===== config.mk =====
export PLATFORM = sky130hd
export DESIGN_NAME = sensor_wait_match_table
export DESIGN_NICKNAME = d
export VERILOG_FILES = /design/src/sv/swm_pkg.sv /design/src/sv/swm_ram.sv /design/src/sv/swm_match.sv /design/src/sv/sensor_wait_match_table.sv
export SDC_FILE = /design/constraint.sdc
export NUM_CORES = 2
export LEC_CHECK = 0
export BUFFER_PORTS_ARGS = -buffer_cell sky130_fd_sc_hd__buf_2
export CAP_MARGIN = 20
export CORE_MARGIN = 8
export CORE_UTILIZATION = 50
export CTS_CLUSTER_SIZE = 28
export DETAILED_ROUTE_END_ITERATION = 12
export PLACE_DENSITY = 0.69
export SLEW_MARGIN = 10
export SYNTH_ARGS = -nofsm -noshare
export SYNTH_HDL_FRONTEND = slang
export SYNTH_HIERARCHICAL = 1
export SYNTH_SLANG_ARGS = --single-unit

===== constraint.sdc =====
create_clock -name clock -period 10.6 [get_ports clock]
set_input_delay 0.53 -clock clock [delete_from_list [all_inputs] [get_ports clock]]
set_output_delay 0.53 -clock clock [all_outputs]
set_load 0.005 [all_outputs]

===== src/sv/swm_pkg.sv =====
`timescale 1ns / 1ps
package swm_pkg;

   localparam int REPORT_BITS = 80;
   localparam int HIGH_BITS   = 16;
   localparam int CODE_W      = 7;
   localparam int MAX_CODES   = 8;
   localparam int GIVEN_CODES = 5;
   localparam logic [CODE_W-1:0] ANY_CODE = 7'd127;

   typedef enum logic [1:0] {
      CMD_REPORT   = 2'd0,
      CMD_REGISTER = 2'd1,
      CMD_CHANGE   = 2'd2,
      CMD_SNAPSHOT = 2'd3
   } cmd_type;

   typedef enum logic [1:0] {
      KIND_WAKE     = 2'd0,
      KIND_ACK      = 2'd1,
      KIND_SNAPSHOT = 2'd2
   } kind_type;

   typedef enum logic [1:0] {
      PASS_LOAD  = 2'd0,
      PASS_ONE   = 2'd1,
      PASS_TWO   = 2'd2,
      PASS_THREE = 2'd3
   } pass_type;

   typedef enum logic [2:0] {
      ST_IDLE,
      ST_READ,
      ST_EVAL,
      ST_CHOOSE,
      ST_FLUSH
   } state_type;

   typedef struct packed {
      logic              hit;
      logic [CODE_W-1:0] sensor;
   } match_type;

   function automatic logic bit_at(input logic [REPORT_BITS-1:0] v,
                                   input logic [CODE_W-1:0] n);
      logic [127:0] p;
      p = 128'(v);
      return p[n];
   endfunction

   // lowest set sensor of the highest nonzero group of eight
   function automatic logic [CODE_W-1:0] pick_sensor(input logic [REPORT_BITS-1:0] v);
      logic [7:0]        grp;
      logic [2:0]        low;
      logic [CODE_W-1:0] res;
      res = '0;
      for (int g = 0; g < REPORT_BITS / 8; g++) begin
         grp = v[g*8 +: 8];
         low = '0;
         for (int j = 7; j >= 0; j--) begin
            if (grp[j]) begin
               low = 3'(j);
            end
         end
         if (grp != 8'd0) begin
            res = CODE_W'(g * 8) + CODE_W'(low);
         end
      end
      return res;
   endfunction

endpackage


===== src/sv/swm_ram.sv =====
`timescale 1ns / 1ps
module swm_ram #(
   parameter int WIDTH = 40,
   parameter int DEPTH = 64
) (
   input  logic                             clock,
   input  logic                             we,
   input  logic [$clog2(DEPTH > 1 ? DEPTH : 2)-1:0] waddr,
   input  logic [WIDTH-1:0]                 wdata,
   input  logic                             re,
   input  logic [$clog2(DEPTH > 1 ? DEPTH : 2)-1:0] raddr,
   output logic [WIDTH-1:0]                 rdata
);
   logic [WIDTH-1:0] mem [DEPTH];

   always_ff @(posedge clock) begin
      if (we) begin
         mem[waddr] <= wdata;
      end
      if (re) begin
         rdata <= mem[raddr];
      end
   end
endmodule


===== src/sv/swm_match.sv =====
`timescale 1ns / 1ps
module swm_match #(
   parameter int CODES_PER_SLOT = 5,
   parameter int SENSOR_COUNT   = 80
) (
   input  swm_pkg::pass_type                     pass,
   input  logic [CODES_PER_SLOT*swm_pkg::CODE_W-1:0] codes,
   input  logic [CODES_PER_SLOT-1:0]             used,
   input  logic [swm_pkg::REPORT_BITS-1:0]       snap,
   input  logic [swm_pkg::REPORT_BITS-1:0]       work,
   input  logic [swm_pkg::CODE_W-1:0]            chosen,
   output swm_pkg::match_type                    result
);
   import swm_pkg::*;

   function automatic logic is_sensor(input logic [CODE_W-1:0] c);
      return 8'(c) < 8'(SENSOR_COUNT);
   endfunction

   always_comb begin
      logic [CODE_W-1:0] c;
      result = '0;
      c      = codes[CODE_W-1:0];
      case (pass)
         PASS_ONE: begin
            if (used[0] && is_sensor(c) && bit_at(snap, c)) begin
               result.hit    = 1'b1;
               result.sensor = c;
            end
         end
         PASS_TWO: begin
            // a slot led by a non-sensor code sits this pass out
            if (!(used[0] && !is_sensor(c))) begin
               for (int j = 0; j < CODES_PER_SLOT; j++) begin
                  c = codes[j*CODE_W +: CODE_W];
                  if (!result.hit && used[j] && is_sensor(c) && bit_at(work, c)) begin
                     result.hit    = 1'b1;
                     result.sensor = c;
                  end
               end
            end
         end
         PASS_THREE: begin
            for (int j = 0; j < CODES_PER_SLOT; j++) begin
               if (used[j] && codes[j*CODE_W +: CODE_W] == ANY_CODE) begin
                  result.hit    = 1'b1;
                  result.sensor = chosen;
               end
            end
         end
         default: begin
            result = '0;
         end
      endcase
   end
endmodule


===== src/sv/sensor_wait_match_table.sv =====
`timescale 1ns / 1ps
// Waiter table matched against sensor reports.
// Request channel: drive req_* and raise start; a request is taken at a
// clock edge where start is high and busy is low.
// Commands: report (store snapshot, run up to three wake passes over all
// slots), register wait (read-modify-write of one slot row), change wait
// (rewrite one slot, one ack), read snapshot (one snapshot response).
// Responses: each sits on the rsp_* ports for one cycle with rsp_strobe high;
// the receiver cannot hold them off. rsp_last marks the final response of a
// request. A report that wakes nobody gives no response.
// Timing: change and snapshot answer in the cycle after the request is taken;
// busy stays low. Register wait keeps busy through a read state and an
// evaluate state. A report keeps busy through its passes, a choose state and
// a flush state: every pass reads each slot row from the row memory and
// checks it in the next cycle. A wake response is held until the next wake is
// found or the report ends, so the last one is sent from the flush state.
// Reset: all slots empty (a per-row valid bit), snapshot zero, busy low.
module sensor_wait_match_table #(
   parameter int SLOTS          = 64,
   parameter int CODES_PER_SLOT = 5,
   parameter int SENSOR_COUNT   = 80
) (
   input  logic         clock,
   input  logic         reset,
   input  logic         start,
   output logic         busy,
   input  logic [1:0]   req_command,
   input  logic [5:0]   req_slot,
   input  logic [2:0]   req_wait_count,
   input  logic [6:0]   req_sensor_a,
   input  logic [6:0]   req_sensor_b,
   input  logic [6:0]   req_sensor_c,
   input  logic [6:0]   req_sensor_d,
   input  logic [6:0]   req_sensor_e,
   input  logic [63:0]  req_report_low,
   input  logic [15:0]  req_report_high,
   output logic         rsp_strobe,
   output logic [1:0]   rsp_kind,
   output logic [5:0]   rsp_woken_slot,
   output logic [6:0]   rsp_woken_sensor,
   output logic [63:0]  rsp_snapshot_low,
   output logic [15:0]  rsp_snapshot_high,
   output logic         rsp_last
);
   import swm_pkg::*;

   localparam int IDX_W  = $clog2(SLOTS > 1 ? SLOTS : 2);
   localparam int CODE_BITS = CODES_PER_SLOT * CODE_W;
   localparam int ROW_W  = CODES_PER_SLOT + CODE_BITS;
   localparam logic [REPORT_BITS-1:0] SENSE_MASK = {REPORT_BITS{1'b1}} >>
      ((SENSOR_COUNT >= REPORT_BITS) ? 0 : (REPORT_BITS - SENSOR_COUNT));
   localparam logic [IDX_W-1:0] LAST_IDX = IDX_W'(SLOTS - 1);

   state_type state_ff, state_in;
   pass_type  pass_ff, pass_in;
   logic [IDX_W-1:0]       idx_ff, idx_in;
   logic [SLOTS-1:0]       row_valid_ff, row_valid_in;
   logic                   rd_valid_ff, rd_valid_in;
   logic [REPORT_BITS-1:0] snap_ff, snap_in;
   logic [REPORT_BITS-1:0] work_ff, work_in;
   logic [CODE_W-1:0]      chosen_ff, chosen_in;
   logic [CODE_BITS-1:0]   load_codes_ff, load_codes_in;
   logic [CODES_PER_SLOT-1:0] load_mask_ff, load_mask_in;
   logic                   pend_valid_ff, pend_valid_in;
   logic [5:0]             pend_slot_ff, pend_slot_in;
   logic [CODE_W-1:0]      pend_sensor_ff, pend_sensor_in;
   logic                   rsp_strobe_ff, rsp_strobe_in;
   logic [1:0]             rsp_kind_ff, rsp_kind_in;
   logic [5:0]             rsp_slot_ff, rsp_slot_in;
   logic [CODE_W-1:0]      rsp_sensor_ff, rsp_sensor_in;
   logic [63:0]            rsp_low_ff, rsp_low_in;
   logic [15:0]            rsp_high_ff, rsp_high_in;
   logic                   rsp_last_ff, rsp_last_in;

   logic                   ram_we, ram_re;
   logic [IDX_W-1:0]       ram_waddr;
   logic [ROW_W-1:0]       ram_wdata, ram_rdata, row;
   logic [CODE_BITS-1:0]   req_codes;
   logic [CODES_PER_SLOT-1:0] req_mask;
   logic [CODE_BITS-1:0]   merged_codes;
   logic                   slot_ok, accept;
   match_type              match;

   swm_ram #(.WIDTH(ROW_W), .DEPTH(SLOTS)) u_rows (
      .clock (clock),
      .we    (ram_we),
      .waddr (ram_waddr),
      .wdata (ram_wdata),
      .re    (ram_re),
      .raddr (idx_ff),
      .rdata (ram_rdata)
   );

   assign row = rd_valid_ff ? ram_rdata : '0;

   swm_match #(.CODES_PER_SLOT(CODES_PER_SLOT), .SENSOR_COUNT(SENSOR_COUNT)) u_match (
      .pass   (pass_ff),
      .codes  (row[CODE_BITS-1:0]),
      .used   (row[ROW_W-1:CODE_BITS]),
      .snap   (snap_ff),
      .work   (work_ff),
      .chosen (chosen_ff),
      .result (match)
   );

   assign accept  = start && (state_ff == ST_IDLE);
   assign slot_ok = 9'(req_slot) < 9'(SLOTS);
   assign busy    = (state_ff != ST_IDLE);

   // codes of the request, the first wait_count of them saturated
   always_comb begin
      logic [CODE_W-1:0] given [MAX_CODES];
      logic [3:0]        n;
      given = '{default: '0};
      given[0] = req_sensor_a;
      given[1] = req_sensor_b;
      given[2] = req_sensor_c;
      given[3] = req_sensor_d;
      given[4] = req_sensor_e;
      n = (4'(req_wait_count) > 4'(CODES_PER_SLOT)) ? 4'(CODES_PER_SLOT)
                                                     : 4'(req_wait_count);
      req_codes = '0;
      req_mask  = '0;
      for (int j = 0; j < CODES_PER_SLOT; j++) begin
         if (j < GIVEN_CODES && 4'(j) < n) begin
            req_mask[j] = 1'b1;
            req_codes[j*CODE_W +: CODE_W] = given[j];
         end
      end
   end

   always_comb begin
      for (int j = 0; j < CODES_PER_SLOT; j++) begin
         merged_codes[j*CODE_W +: CODE_W] = load_mask_ff[j] ?
            load_codes_ff[j*CODE_W +: CODE_W] : row[j*CODE_W +: CODE_W];
      end
   end

   // next state
   always_comb begin
      state_in = state_ff;
      unique case (state_ff)
         ST_IDLE: begin
            if (accept && req_command == CMD_REPORT) begin
               state_in = ST_READ;
            end else if (accept && req_command == CMD_REGISTER && slot_ok) begin
               state_in = ST_READ;
            end
         end
         ST_READ: begin
            state_in = ST_EVAL;
         end
         ST_EVAL: begin
            if (pass_ff == PASS_LOAD) begin
               state_in = ST_IDLE;
            end else if (idx_ff == LAST_IDX) begin
               unique case (pass_ff)
                  PASS_ONE:   state_in = ST_READ;
                  PASS_TWO:   state_in = ST_CHOOSE;
                  default:    state_in = ST_FLUSH;
               endcase
            end else begin
               state_in = ST_READ;
            end
         end
         ST_CHOOSE: begin
            state_in = (work_ff != '0) ? ST_READ : ST_FLUSH;
         end
         ST_FLUSH: begin
            state_in = ST_IDLE;
         end
         default: begin
            state_in = ST_IDLE;
         end
      endcase
   end

   // datapath and outputs
   always_comb begin
      pass_in        = pass_ff;
      idx_in         = idx_ff;
      row_valid_in   = row_valid_ff;
      rd_valid_in    = rd_valid_ff;
      snap_in        = snap_ff;
      work_in        = work_ff;
      chosen_in      = chosen_ff;
      load_codes_in  = load_codes_ff;
      load_mask_in   = load_mask_ff;
      pend_valid_in  = pend_valid_ff;
      pend_slot_in   = pend_slot_ff;
      pend_sensor_in = pend_sensor_ff;
      rsp_strobe_in  = 1'b0;
      rsp_kind_in    = rsp_kind_ff;
      rsp_slot_in    = rsp_slot_ff;
      rsp_sensor_in  = rsp_sensor_ff;
      rsp_low_in     = rsp_low_ff;
      rsp_high_in    = rsp_high_ff;
      rsp_last_in    = rsp_last_ff;
      ram_we         = 1'b0;
      ram_re         = 1'b0;
      ram_waddr      = idx_ff;
      ram_wdata      = '0;
      unique case (state_ff)
         ST_IDLE: begin
            if (accept) begin
               case (req_command)
                  CMD_REPORT: begin
                     snap_in = {req_report_high, req_report_low} & SENSE_MASK;
                     work_in = {req_report_high, req_report_low} & SENSE_MASK;
                     idx_in  = '0;
                     pass_in = PASS_ONE;
                  end
                  CMD_REGISTER: begin
                     idx_in        = IDX_W'(req_slot);
                     pass_in       = PASS_LOAD;
                     load_codes_in = req_codes;
                     load_mask_in  = req_mask;
                  end
                  CMD_CHANGE: begin
                     if (slot_ok) begin
                        ram_we    = 1'b1;
                        ram_waddr = IDX_W'(req_slot);
                        ram_wdata = {req_mask, req_codes};
                        row_valid_in[IDX_W'(req_slot)] = 1'b1;
                     end
                     rsp_strobe_in = 1'b1;
                     rsp_kind_in   = KIND_ACK;
                     rsp_slot_in   = req_slot;
                     rsp_sensor_in = '0;
                     rsp_low_in    = '0;
                     rsp_high_in   = '0;
                     rsp_last_in   = 1'b1;
                  end
                  default: begin
                     rsp_strobe_in = 1'b1;
                     rsp_kind_in   = KIND_SNAPSHOT;
                     rsp_slot_in   = '0;
                     rsp_sensor_in = '0;
                     rsp_low_in    = snap_ff[63:0];
                     rsp_high_in   = snap_ff[REPORT_BITS-1:64];
                     rsp_last_in   = 1'b1;
                  end
               endcase
            end
         end
         ST_READ: begin
            ram_re      = 1'b1;
            rd_valid_in = row_valid_ff[idx_ff];
         end
         ST_EVAL: begin
            if (pass_ff == PASS_LOAD) begin
               ram_we    = 1'b1;
               ram_wdata = {row[ROW_W-1:CODE_BITS] | load_mask_ff, merged_codes};
               row_valid_in[idx_ff] = 1'b1;
            end else begin
               if (match.hit) begin
                  // clearing a slot is dropping its row valid bit
                  row_valid_in[idx_ff] = 1'b0;
                  if (pass_ff == PASS_TWO) begin
                     work_in = work_ff & ~(REPORT_BITS'(1) << match.sensor);
                  end
                  if (pend_valid_ff) begin
                     rsp_strobe_in = 1'b1;
                     rsp_kind_in   = KIND_WAKE;
                     rsp_slot_in   = pend_slot_ff;
                     rsp_sensor_in = pend_sensor_ff;
                     rsp_low_in    = '0;
                     rsp_high_in   = '0;
                     rsp_last_in   = 1'b0;
                  end
                  pend_valid_in  = 1'b1;
                  pend_slot_in   = 6'(idx_ff);
                  pend_sensor_in = match.sensor;
               end
               if (idx_ff == LAST_IDX) begin
                  idx_in = '0;
                  if (pass_ff == PASS_ONE) begin
                     pass_in = PASS_TWO;
                  end
               end else begin
                  idx_in = idx_ff + 1'b1;
               end
            end
         end
         ST_CHOOSE: begin
            chosen_in = pick_sensor(work_ff);
            pass_in   = PASS_THREE;
            idx_in    = '0;
         end
         ST_FLUSH: begin
            if (pend_valid_ff) begin
               rsp_strobe_in = 1'b1;
               rsp_kind_in   = KIND_WAKE;
               rsp_slot_in   = pend_slot_ff;
               rsp_sensor_in = pend_sensor_ff;
               rsp_low_in    = '0;
               rsp_high_in   = '0;
               rsp_last_in   = 1'b1;
            end
            pend_valid_in = 1'b0;
         end
         default: begin
            pend_valid_in = 1'b0;
         end
      endcase
   end

   always_ff @(posedge clock) begin
      if (reset) begin
         state_ff      <= ST_IDLE;
         row_valid_ff  <= '0;
         snap_ff       <= '0;
         pend_valid_ff <= 1'b0;
         rsp_strobe_ff <= 1'b0;
         pass_ff       <= PASS_LOAD;
      end else begin
         state_ff      <= state_in;
         row_valid_ff  <= row_valid_in;
         snap_ff       <= snap_in;
         pend_valid_ff <= pend_valid_in;
         rsp_strobe_ff <= rsp_strobe_in;
         pass_ff       <= pass_in;
      end
   end

   always_ff @(posedge clock) begin
      idx_ff         <= idx_in;
      rd_valid_ff    <= rd_valid_in;
      work_ff        <= work_in;
      chosen_ff      <= chosen_in;
      load_codes_ff  <= load_codes_in;
      load_mask_ff   <= load_mask_in;
      pend_slot_ff   <= pend_slot_in;
      pend_sensor_ff <= pend_sensor_in;
      rsp_kind_ff    <= rsp_kind_in;
      rsp_slot_ff    <= rsp_slot_in;
      rsp_sensor_ff  <= rsp_sensor_in;
      rsp_low_ff     <= rsp_low_in;
      rsp_high_ff    <= rsp_high_in;
      rsp_last_ff    <= rsp_last_in;
   end

   assign rsp_strobe        = rsp_strobe_ff;
   assign rsp_kind          = rsp_kind_ff;
   assign rsp_woken_slot    = rsp_slot_ff;
   assign rsp_woken_sensor  = rsp_sensor_ff;
   assign rsp_snapshot_low  = rsp_low_ff;
   assign rsp_snapshot_high = rsp_high_ff;
   assign rsp_last          = rsp_last_ff;

`ifndef SYNTHESIS
   a_report_busy: assert property (@(posedge clock) disable iff (reset)
      (start && !busy && req_command == CMD_REPORT) |=> busy)
      else $error("report request did not start a scan");
   a_snap_last: assert property (@(posedge clock) disable iff (reset)
      (rsp_strobe && rsp_kind != KIND_WAKE) |-> rsp_last)
      else $error("ack or snapshot response not marked last");
   a_idle_no_pending: assert property (@(posedge clock) disable iff (reset)
      (state_ff == ST_IDLE) |-> !pend_valid_ff)
      else $error("wake response left behind after a report");
`endif
endmodule


==> results <==
- The number of placement rows is 181.
- The number of nets in the synthesized netlist is 6,891.
- The origin of the worst setup path is rd_valid_ff.
- The routed wirelength normalized by instance count is 32.6 µm.
- Clock-pin slew was measured on the worst setup and hold paths at 70 ps.
- IR analysis of the VDD net gives a maximum drop of 0.201 mV.
- The placeable core area is 243,000 µm².
- The nature of the critical path startpoint is a register.
- The most common flop cell mapped by yosys is sky130_fd_sc_hd__edfxtp_1.
- The proportion of synthesized flip-flops having asynchronous set or reset is 0.
- Walking the worst path, the cells encountered are buf_4, and2_2, buf_4, mux2i_1, mux4_2, a2111oi_0, nand3_1, o31ai_2, buf_4, nor3_1, nand3_1, a221o_1, nor2b_1, a21oi_1, nor2_1, o21a_4, buf_4.
- The worst hold slack across all endpoints is 43.5 ps.
- Buffers placed on the I/O ports in this run total 226.
- The number of enable-type register cells in the synthesized netlist is 2,843.
- In the final layout, the multi-input gates occupy 32,600 µm².
- The die covers 261,000 µm².
- The slew of the pin with the lowest slew margin is 1300 ps.
- By instance count, the cell type seen most on the critical path is sky130_fd_sc_hd__buf_4.
- The netlist uses 89 different library cells.
- In the final layout, the share of cells above drive strength 1 is 0.240.
- The clock net in this run drives a total of 2,994 sinks.
- The finished layout holds 10,600 standard cells, fillers aside.
- The final-report max-slew violation count is 0.
- The cell area that synthesis handed to floorplanning was 122,000 µm².
- In this run the remaining antenna-violating nets after routing total 0.
- The clock latency of the later-clocked register in the worst-skew pair is 950 ps.
- The routed design has 345,000 µm of wire.
- Synthesis handed over a netlist of 6,758 instances.
- The worst setup skew after layout is 73.9 ps.
- The H-tree was split into 5 levels.
- The final RePlAce weighted congestion is 0.933.
- The logic gate share of total power is 0.060.
- The tightest min-delay check is of the in -> reg type.
- At the end of the flow the core is filled with cells to 0.570.
- The worst endpoint required time is 11,110 ps.
- The sequential fraction of the synthesis area is 0.723.
- Total power for the finished layout comes to 25.0 mW.
- The chip height is 511 µm.
- Dividing total power by cell area gives a power density of 180 nW/µm².
- The achievable frequency is 151 MHz.
- The part of the cycle the worst path needs is 0.624.
- In the routed layout, each cell is associated on average with a via count of 6.57.
- Once detailed placement completed, the half-perimeter wirelength came to 197,000 µm.
- The number of setup violations in the final report is 0.
- The startpoint identified for the worst register-to-register timing path is rd_valid_ff.
- The via count of the first global-routing pass was 68,700.
- Max-cap violations in this run came to 0.
- The pre-antenna-repair detailed-routing pass consisted of 6 iterations.
- From left edge to right edge, the die measures 511 µm.
- In the routed design, unresolved DRC markers number 0.
- The number of hold violations in the final report is 0.
- The starting DRC count in detailed routing is 9,814.
- After filler insertion, the fill cell instance count of the layout stands at 17,900.
- The category of the critical setup timing path is reg -> reg.
- The global router's overall resource usage is 0.260.
- The wire length of the first global-routing pass is 490,000 µm.
- The sequential cell fraction of total power is 0.521.
- The number of placed I/O pins is 227.
- The synthesized design contains 2,994 register bits.
- The internal power of the cells is 19.6 mW.
- The worst-path maximum fanout is 68.
- In this run, CTS created clock tree buffers numbering 314.
- The net switching share of the total power is 0.215.
- The number of cells after detailed placement is 9,942.
- The buffering stage count on the worst path with inverters included is 4.
- The layout overhead on the synthesized area is 13.4%.
- The routed design could run at a clock period as short as 6620 ps.
- For this run, the post-layout net count is 7,295.
- In this run the most critical hold path is launched from req_sensor_c[0].
- The number of vias in the routed layout is 69,500.
- The total overflow left after global routing is 0.
- The dominant delay contributor by cell family on the critical path is buffers and inverters.
- Of the total power, the clock network draws 0.418.
- The number of antenna violations at the first check in global routing is 14.
- The maximum buffer depth of the clock tree is 4.
- The area of all sequential standard cells is 88,400 µm².
- Setup repair after global routing left no endpoint under its margin.
- The starting density of the core is 0.503.
- The endpoint type of the worst setup path is a register.
- Entering global routing, the biggest net connects 118 pins.
- The root buffer cell chosen for the clock tree is sky130_fd_sc_hd__clkbuf_16.
- The warning count from the yosys run is 6.
- The leakage power is 41.8 nW.
- The cell with the largest stage delay on the worst path is sky130_fd_sc_hd__buf_4.
- In the final timing run, aggregate negative setup slack is 0 ps.
- The biggest cell delay along the critical path is 690 ps.
- The net load switching power is 5.39 mW.
- The arrival time at the worst endpoint is 7130 ps.
- The clock tree from TritonCTS is yes.
- A synthesized cell averages 18.1 µm².
- Headroom to the max-slew limit came out at 0.126.
- The flow ran to the end, and the final reports show no timing, DRC or antenna violations.
synthesized netlist by cell type (all sizes together) (5+ instances only):
cell | n | area share
a221oi | 25 | 0.0018
buf | 222 | 0.011
and3 | 12 | 0.00065
a22oi | 39 | 0.0024
nor3 | 28 | 0.0012
or3 | 11 | 0.00056
o22a | 13 | 0.00093
clkbuf | 220 | 0.0068
a31oi | 27 | 0.0014
a221o | 14 | 0.0011
or3b | 5 | 0.00036
a21oi | 213 | 0.0087
nand2 | 507 | 0.016
nand3b | 15 | 0.00092
nor2b | 49 | 0.0026
and2 | 133 | 0.0068
a2111oi | 10 | 0.00097
a2bb2oi | 7 | 0.00050
o22ai | 263 | 0.013
o21ai | 266 | 0.011
o21a | 15 | 0.00092
dfxtp | 151 | 0.025
mux2i | 172 | 0.014
a311oi | 5 | 0.00036
nor4 | 55 | 0.0034
mux4 | 728 | 0.13
nand2b | 34 | 0.0017
o221ai | 72 | 0.0052
a32oi | 8 | 0.00057
edfxtp | 2843 | 0.70
o31ai | 44 | 0.0027
a211oi | 30 | 0.0018
nand3 | 101 | 0.0041
nor2 | 195 | 0.0060
nand4 | 18 | 0.00092
a22o | 8 | 0.00057
nor3b | 8 | 0.00049
or2 | 19 | 0.00097
mux2 | 39 | 0.0036
inv | 76 | 0.0023
stage by stage:
| stage | area (µm²) | setup slack, ps |
|---|---|---|
| after floorplan | 122000 | 1360 |
| after global placement | 128000 | 4000 |
| after detailed placement | 128000 | 3880 |
| after CTS | 139000 | 3860 |
| after global routing | 139000 | 3670 |
| final | 139000 | 3980 |
registers in the layout, summed over array words and instances (netlist names), named ones only:
signal             flops
work_ff               80
pend_sensor_ff         7
rsp_snapshot_low      64
idx_ff                 6
pend_valid_ff          1
chosen_ff              7
u_rows/mem          2560
state_ff               3
snap_ff               80
rsp_kind               2
rsp_snapshot_high     16
rd_valid_ff            1
pass_ff                2
rsp_last               1
rsp_woken_slot         6
pend_slot_ff           6
rsp_woken_sensor       7
load_codes_ff         35
load_mask_ff           5
u_rows/rdata          40
rsp_strobe             1
area by class of cell:
cell class,count,area share
Antenna cell,7,0.000126
Sequential cell,2994,0.637
Clock inverter,121,0.00832
Clock buffer,412,0.0609
Tap cell,3202,0.0289
Inverter,80,0.00218
Multi-Input combinational cell,3242,0.235
Timing Repair Buffer,530,0.0273
worst paths after layout:
path	end	slack [ps]	cells after the start
min	load_codes_ff[14]	40	3
max reg2reg	rsp_snapshot_low[21]	3980	17
max	rsp_snapshot_low[21]	3980	17
min reg2reg	register	460	2
routing by layer:
metal  share of wire  track usage  vias to the layer above
met5         0.00011            0                        -
met4           0.059        0.131                        6
li1                -            -                    28400
met3            0.11       0.0578                      849
met1            0.37        0.343                    35900
met2            0.47        0.411                     4330
cells in the final DEF, fill, tap and decap left out, types with 72 or more instances in the layout:
cell,n
sky130_fd_sc_hd__edfxtp_1,2843
sky130_fd_sc_hd__mux4_2,722
sky130_fd_sc_hd__nand2_1,505
sky130_fd_sc_hd__clkbuf_16,323
sky130_fd_sc_hd__buf_2,225
sky130_fd_sc_hd__o22ai_1,224
sky130_fd_sc_hd__a21oi_1,212
sky130_fd_sc_hd__buf_4,192
sky130_fd_sc_hd__mux2i_1,172
sky130_fd_sc_hd__dfxtp_1,151
sky130_fd_sc_hd__o21ai_0,148
sky130_fd_sc_hd__nor2_1,128
sky130_fd_sc_hd__and2_1,125
sky130_fd_sc_hd__o21ai_1,117
sky130_fd_sc_hd__dlygate4sd3_1,102
sky130_fd_sc_hd__nand3_1,100
sky130_fd_sc_hd__clkbuf_1,86
sky130_fd_sc_hd__inv_1,72
sky130_fd_sc_hd__o221ai_1,72
worst min-delay path, stage by stage:
cell,delay (ps)
sky130_fd_sc_hd__buf_2,130
sky130_fd_sc_hd__nand2_1,120
sky130_fd_sc_hd__inv_1,80
cell families after synthesis:
| kind of cell | Yosys count | synth area share |
|---|---|---|
| flip-flops | 2994 | 0.723 |
| AND/OR/NAND/NOR | 1201 | 0.0471 |
| buffers and inverters | 522 | 0.0205 |
| multiplexers | 939 | 0.152 |
| adder cells (fa/ha/maj) | 4 | 0.000409 |
| AO/OA/AOI/OAI | 1094 | 0.0570 |
| XOR/XNOR | 4 | 0.000287 |
power by group through the flow:
stage / combinational, mW / sequential [mW] / clock [mW]
2_1_floorplan: 0.918 / 13.3 / 0
3_3_place_gp: 1.44 / 13.3 / 0
3_5_place_dp: 1.47 / 13.3 / 0
4_1_cts: 1.50 / 13.0 / 10.6
5_1_grt: 1.58 / 13.0 / 11.0
6_report: 1.51 / 13.0 / 10.5
repair_timing:
action	4_1_cts	5_1_grt
setup buffers	0	0
hold endpoints to repair	157	0
hold buffers	102	0
resized for setup	0	0
(Power assumes the default switching activity.)
